File: src/rtl/cbm_pkg.sv
// shared constants and types for the cartridge rom bank mapper
`timescale 1ns / 1ps

package cbm_pkg;

  // bus access kinds
  localparam logic OP_READ  = 1'b0;
  localparam logic OP_WRITE = 1'b1;

  // configuration register indexes
  localparam logic CFG_BANK_COUNT   = 1'b0;
  localparam logic CFG_SRAM_PRESENT = 1'b1;

  // sizes
  localparam int ROM_BANK_BYTES       = 16384;
  localparam int ROM_OFF_W            = $clog2(ROM_BANK_BYTES);
  localparam int ROM_BANK_W           = 5;
  localparam int ROM_INDEX_W          = 19;
  localparam int RAM_OFF_W            = 13;
  localparam int DEF_RAM_WINDOW_BYTES = 8192;

  // reset values and fixed codes
  localparam logic [7:0]            BANK_COUNT_RST = 8'd2;
  localparam logic [ROM_BANK_W-1:0] ROM_BANK_RST   = 5'd1;
  localparam logic [3:0]            RAM_KEY        = 4'hA;
  localparam logic [7:0]            OPEN_BUS       = 8'hFF;
  localparam logic [2:0]            RAM_REGION     = 3'b101;

  // decoded outcome of one request, carried alongside the ram read
  typedef struct packed {
    logic                   rom_fetch;
    logic [ROM_INDEX_W-1:0] rom_index;
    logic                   ram_rd;
  } cbm_res_t;

endpackage

File: src/rtl/cbm_ctrl.sv
// mapper registers, address decode and ram access generation
`timescale 1ns / 1ps

module cbm_ctrl import cbm_pkg::*; #(
  parameter int RAM_WINDOW_BYTES = DEF_RAM_WINDOW_BYTES,
  parameter int RAM_AW           = $clog2(RAM_WINDOW_BYTES)
) (
  input  logic              clk,
  input  logic              rst_n,
  // configuration writes
  input  logic              cfg_we,
  input  logic [0:0]        cfg_index,
  input  logic [7:0]        cfg_data,
  // accepted request
  input  logic              req_fire,
  input  logic              operation,
  input  logic [15:0]       address,
  input  logic [7:0]        write_data,
  // decoded outcome
  output cbm_res_t          res,
  // ram access
  output logic              ram_we,
  output logic [RAM_AW-1:0] ram_addr
);

  logic [7:0]            bank_count_r;
  logic                  sram_present_r;
  logic                  ram_enable_r;
  logic [ROM_BANK_W-1:0] rom_bank_r;
  logic                  ram_enable_nxt;
  logic [ROM_BANK_W-1:0] rom_bank_nxt;
  logic [7:0]            bank_mask;
  logic [ROM_BANK_W-1:0] bank_wr;
  logic [ROM_BANK_W-1:0] bank_sel;
  logic                  in_ram_region;
  logic                  ram_ok;
  logic [RAM_OFF_W-1:0]  ram_off;

  // configuration registers
  always_ff @(posedge clk) begin
    if (!rst_n) begin
      bank_count_r   <= BANK_COUNT_RST;
      sram_present_r <= 1'b0;
    end else if (cfg_we) begin
      unique case (cfg_index)
        CFG_BANK_COUNT:   bank_count_r   <= cfg_data;
        CFG_SRAM_PRESENT: sram_present_r <= cfg_data[0];
        default: ;
      endcase
    end
  end

  // ram window decode
  assign ram_off       = address[RAM_OFF_W-1:0];
  assign in_ram_region = (address[15:13] == RAM_REGION);
  assign ram_ok        = ram_enable_r && sram_present_r &&
                         ({1'b0, ram_off} < (RAM_OFF_W+1)'(RAM_WINDOW_BYTES));
  assign ram_addr      = ram_off[RAM_AW-1:0];

  // bank select write value, zero maps to one
  assign bank_mask = bank_count_r - 8'd1;
  assign bank_wr   = write_data[ROM_BANK_W-1:0] & bank_mask[ROM_BANK_W-1:0];

  // mapper register updates on writes
  always_comb begin
    ram_enable_nxt = ram_enable_r;
    rom_bank_nxt   = rom_bank_r;
    if (req_fire && operation == OP_WRITE) begin
      unique case (address[15:13])
        3'b000: ram_enable_nxt = (write_data[3:0] == RAM_KEY);
        3'b001: rom_bank_nxt   = (bank_wr == '0) ? ROM_BANK_RST : bank_wr;
        default: ;
      endcase
    end
  end

  always_ff @(posedge clk) begin
    if (!rst_n) begin
      ram_enable_r <= 1'b0;
      rom_bank_r   <= ROM_BANK_RST;
    end else begin
      ram_enable_r <= ram_enable_nxt;
      rom_bank_r   <= rom_bank_nxt;
    end
  end

  assign ram_we = req_fire && operation == OP_WRITE && in_ram_region && ram_ok;

  // read outcome: rom index is bank and offset, in range when bank below count
  assign bank_sel = address[14] ? rom_bank_r : '0;

  always_comb begin
    res = '0;
    if (operation == OP_READ) begin
      if (!address[15]) begin
        if ({3'b000, bank_sel} < bank_count_r) begin
          res.rom_fetch = 1'b1;
          res.rom_index = {bank_sel, address[ROM_OFF_W-1:0]};
        end
      end else if (in_ram_region) begin
        res.ram_rd = ram_ok;
      end
    end
  end

endmodule

File: config.mk
export PLATFORM = sky130hd
export DESIGN_NAME = cbm_ctrl
export DESIGN_NICKNAME = d
export VERILOG_FILES = /design/src/rtl/cbm_pkg.sv /design/src/rtl/cbm_ctrl.sv
export SDC_FILE = /design/constraint.sdc
export NUM_CORES = 1
export LEC_CHECK = 0
export BUFFER_PORTS_ARGS = -buffer_cell sky130_fd_sc_hd__buf_2
export CORE_MARGIN = 4
export CORE_UTILIZATION = 30
export DETAILED_ROUTE_END_ITERATION = 6
export GPL_ROUTABILITY_DRIVEN = 0
export MAX_ROUTING_LAYER = met4
export SLEW_MARGIN = 10
export SYNTH_ARGS = -nofsm -noshare
export SYNTH_HDL_FRONTEND = slang
export SYNTH_SLANG_ARGS = --single-unit
export TNS_END_PERCENT = 5
File: constraint.sdc
create_clock -name clk -period 4.2 [get_ports clk]
set_input_delay 0.63 -clock clk [delete_from_list [all_inputs] [get_ports clk]]
set_output_delay 0.63 -clock clk [all_outputs]
set_load 0.05 [all_outputs]
# ---- After elaboration in Yosys (flattened, before gate mapping)
# Index checks and enable logic that the tools add are counted.
dict set report word_totals {
  ff_bits 15
  latchBits 0
  mem_bits_rw 0
  mem_bits_ro 0
  in_bits 38
  out_inout_bits 35
  memories 0
}
dict set report op_classes {
  addsub 1
  multipliers 0
  n_div 0
  magnitude_cmp 1
  eq_ne 3
  n_shift 0
  muxes 7
  bitwise_logic 2
  n_reduce_logical 10
}
# op n
set op_table {}
lappend op_table {{20-bit 2-to-1 mux} 2}
lappend op_table {{21-bit 2-to-1 mux} 1}
lappend op_table {{5-bit 2-to-1 mux} 2}
lappend op_table {{5-bit by 8-bit less-than comparator with 1-bit output} 1}
lappend op_table {{2-bit AND reduction} 4}
lappend op_table {{5-bit bitwise AND} 1}
lappend op_table {{5-bit zero test} 1}
lappend op_table {{5-bit by 1-bit subtractor with 5-bit output, second input constant} 1}
lappend op_table {{4-bit equality test, second input constant} 1}
lappend op_table {{1-bit logical AND} 4}
lappend op_table {{3-bit by 1-bit equality test with 1-bit output, second input constant} 1}
lappend op_table {{3-bit equality test, second input constant} 1}
lappend op_table {{3-bit zero test} 1}
lappend op_table {{1-bit 2-to-1 mux} 2}
lappend op_table {{1-bit NOT} 1}

# ---- Logic depth before layout (Yosys ltp)
dict set report depth {
  word_depth 5
  ltp_mapped 7
  depth_no_buf 6
}

# ---- Worst setup path after synthesis
# No wires, ideal clock.
dict set report synth_timing {
  path_type {input port to output port}
  startpoint {input address[14]}
  endpoint {output res[10] (netlist name)}
  arrival_ns 2.696
  required_time_ns 3.570
  setup_slack_ns 0.874
  cell_stages 7
  n_path_buf 1
  cell_sequence {and2_1 -> ha_1 -> o211ai_1 -> a31o_2 -> a21oi_1 -> buf_2 -> nor3b_1}
}
# element line
set synth_rtl {}
lappend synth_rtl {{start, declared} cbm_ctrl.sv:17} ;# input logic [15:0] address,
lappend synth_rtl {{end, declared} cbm_ctrl.sv:20} ;# output cbm_res_t res,

==> results.md <==
* Gate Count Post-Synth at 139
* Most frequent cells after synthesis: 22 x nand2_1, 19 x nor3b_1, 15 x dfxtp_1, 13 x buf_4, 9 x a21boi_0
* Worst path required time at 3.57 ns
* Die ar. at 4790 um2
* Initial core utilization at 32.4%
* Layout cell share with drive strength beyond 1 at 39.7%
* Bufs on Longest Clock Path at 2
* # port buffers at 69
* Setup WS post-layout at 1.31 ns
* CP max FO at 20
* Clock Root Buffer: clkbuf_8
* Clock share of power at 29.9%
* Iteration-0 DRC Markers at 17
* Flop-to-flop setup slack at 2.78 ns
* Sw Ratio at 35.0%
* Area share of the largest cell type after synthesis at 26.7%
* WL final at 2.67 mm
* RR Endpoint: rom_bank_r[4]
* Max Cap Viol at 0
* Post-Syn Area at 1120 um2
* Setup repair bufs after CTS at 0
* Routed vias/inst at 4.61
* Vias in the first global route at 991
* Power Density at 267 nW/um2
* Leak at 0.671 nW
* Setup TNS at 0 ns
* Arr. time, crit path at 2.26 ns
* Clock Pin Slew Worst Setup and Hold Paths at 0.06 ns
* Final setup viols at 0
* Antenna cell count at 0
* Top-count cell post-synth: nand2_1
* Drt pass-1 iters at 4
* Total global routing overflow at 0
* Post-synth ARST share at 0%
* Combinational power share at 31.3%
* Io pins at 73
* Period utilisation layout at 68.7%
* Crit path launch type: input port
* Top FF cell, synth: dfxtp_1
* Worst Hold Endpoint: bank_count_r[7]
* Overall Global Routing Usage at 11.0%
* Fillers at 384
* Hold Crit Depth at 2
* CTS resizes at 0
* NetSw at 0.136 mW
* Largest cells by area after synthesis: dfxtp_1 27%, nor3b_1 13%, buf_4 8.7%
* Hold buffers post-CTS at 0
* DP HPWL at 2.25 mm
* Syn_nets at 182
* Die X at 69.2 um
* Final Hold Vio Count at 0
* Via count at 1,106
* First-pass GRT wire length at 4.35 mm
* Setup WS pre-CTS at 1.32 ns
* Final ANT Viol Nets at 0
* Nets@finish at 238
* Outcome: finished clean
* Number of H-tree levels at 1
* Hold Startpoint: bank_count_r[7]
* Peak supply drop at 0.146 mV
* Pint at 0.253 mW
* Post-route minimum period at 2.89 ns
* # clock sinks at 15
* Max Freq at 346 MHz
* CTS tree: built
* Post-synth cell types at 30
* Max Transition Viols Final at 0
* Worst min path class: flip-flop to flip-flop
* Clock Skews at 0.000887 ns
* Crit end category: primary output
* Area Overhead vs Synth at 29.6%
* Die Y at 69.2 um
* Relative slew slack at 59.6%
* Clock Latency Late Sink at 0.24 ns
* Number of synthesized register bits at 15
* RR Startpoint: bank_count_r[1]
* Leading area contributor after synthesis: dfxtp_1
* Largest net degree at the start of global routing at 21
* Least-Margin Pin Slew at 0.606 ns
* Avg WL per Cell at 11.1 um
* Seq pwr share at 38.8%
* Post-synthesis sequential area ratio at 26.7%
* DRC viols at 0
* Setup CP Type: input port to primary output
* TritonCTS buffer count at 3
* RSZ-0062 raised after global routing: no
* Worst r2r path cells at 6
* Post-synth EDFFs at 0
* Ys Warns at 0
* Core area at 3470 um2
* Antenna violations before repair at 0
* Avg Cell Area, Syn at 8.08 um2
* Site Rows at 21
flip-flops by register name, summed over array words and instances, names as in the netlist:
register and count:
bank_count_r 8, rom_bank_r 5, ram_enable_r 1, sram_present_r 1
worst max-delay path by stage:
| stage | startpoint | slack [ns] | end |
|---|---|---|---|
| floorplan | address[14] | 0.87 | res[10] |
| global placement | address[14] | 1.34 | res[14] |
| detailed placement | address[14] | 1.32 | res[14] |
| CTS | address[14] | 1.30 | res[14] |
| global route | address[14] | 1.19 | res[14] |
| finish | address[14] | 1.31 | res[14] |
cell usage in the layout (no fill, tap or decap), types with 4 or more instances in the layout:
| master | instances |
|---|---|
| buf_2 | 69 |
| nand2_1 | 22 |
| nor3b_1 | 19 |
| dfxtp_1 | 15 |
| a21boi_0 | 9 |
| nor2b_1 | 7 |
| inv_1 | 6 |
| mux2i_1 | 6 |
| ha_1 | 5 |
| and2_1 | 4 |
critical path: stages:
cell and delay, ns:
buf_2 0.13, and2_1 0.17, ha_1 0.27, o211ai_1 0.16
a31o_2 0.13, a21oi_1 0.05, buf_4 0.20, nor3b_1 0.22
buf_2 0.30
area by class of cell:
| cell class | instances | area [um2] | area share [%] |
|---|---|---|---|
| Inverter | 6 | 22.5 | 1.55 |
| Clock buffer | 4 | 45.0 | 3.09 |
| Tap cell | 46 | 57.6 | 3.95 |
| Multi-Input combinational cell | 99 | 678 | 46.6 |
| Timing Repair Buffer | 70 | 353 | 24.2 |
| Sequential cell | 15 | 300 | 20.6 |
stage by stage:
stage,area (um2),hold slack (ns),power (mW),util [%],cells
final,1460,0.461,0.389,42.0,240
after global routing,1460,0.484,0.407,42.0,240
after CTS,1460,0.465,0.394,42.0,240
after detailed placement,1410,0.456,0.277,40.7,236
after global placement,1410,0.452,0.277,40.7,236
after floorplan,1120,0.443,0.248,-,139
power by group through the flow:
stage          Clock [mW]  Sequential [mW]  Combinational, mW
2_1_floorplan           0            0.153             0.0948
4_1_cts             0.120            0.151              0.123
6_report            0.116            0.151              0.122
5_1_grt             0.124            0.152              0.131
3_3_place_gp            0            0.154              0.123
3_5_place_dp            0            0.154              0.123
routing by layer:
layer | global-route usage, % | wire (um)
met1 | 12.7 | 1180
met2 | 18.3 | 1150
met3 | 3.48 | 311
met4 | 3.25 | 23
met5 | - | 0
cells by family after synthesis:
kind of cell / count (synthesis) / synth area share [%]
buffers and inverters: 25 / 12.9
AND/OR/NAND/NOR: 68 / 36.0
multiplexers: 6 / 5.35
AO/OA/AOI/OAI: 19 / 12.7
flip-flops: 15 / 26.7
XOR/XNOR: 1 / 0.780
adder cells (fa/ha/maj): 5 / 5.57
No activity file was read; power rests on OpenSTA's default activity.
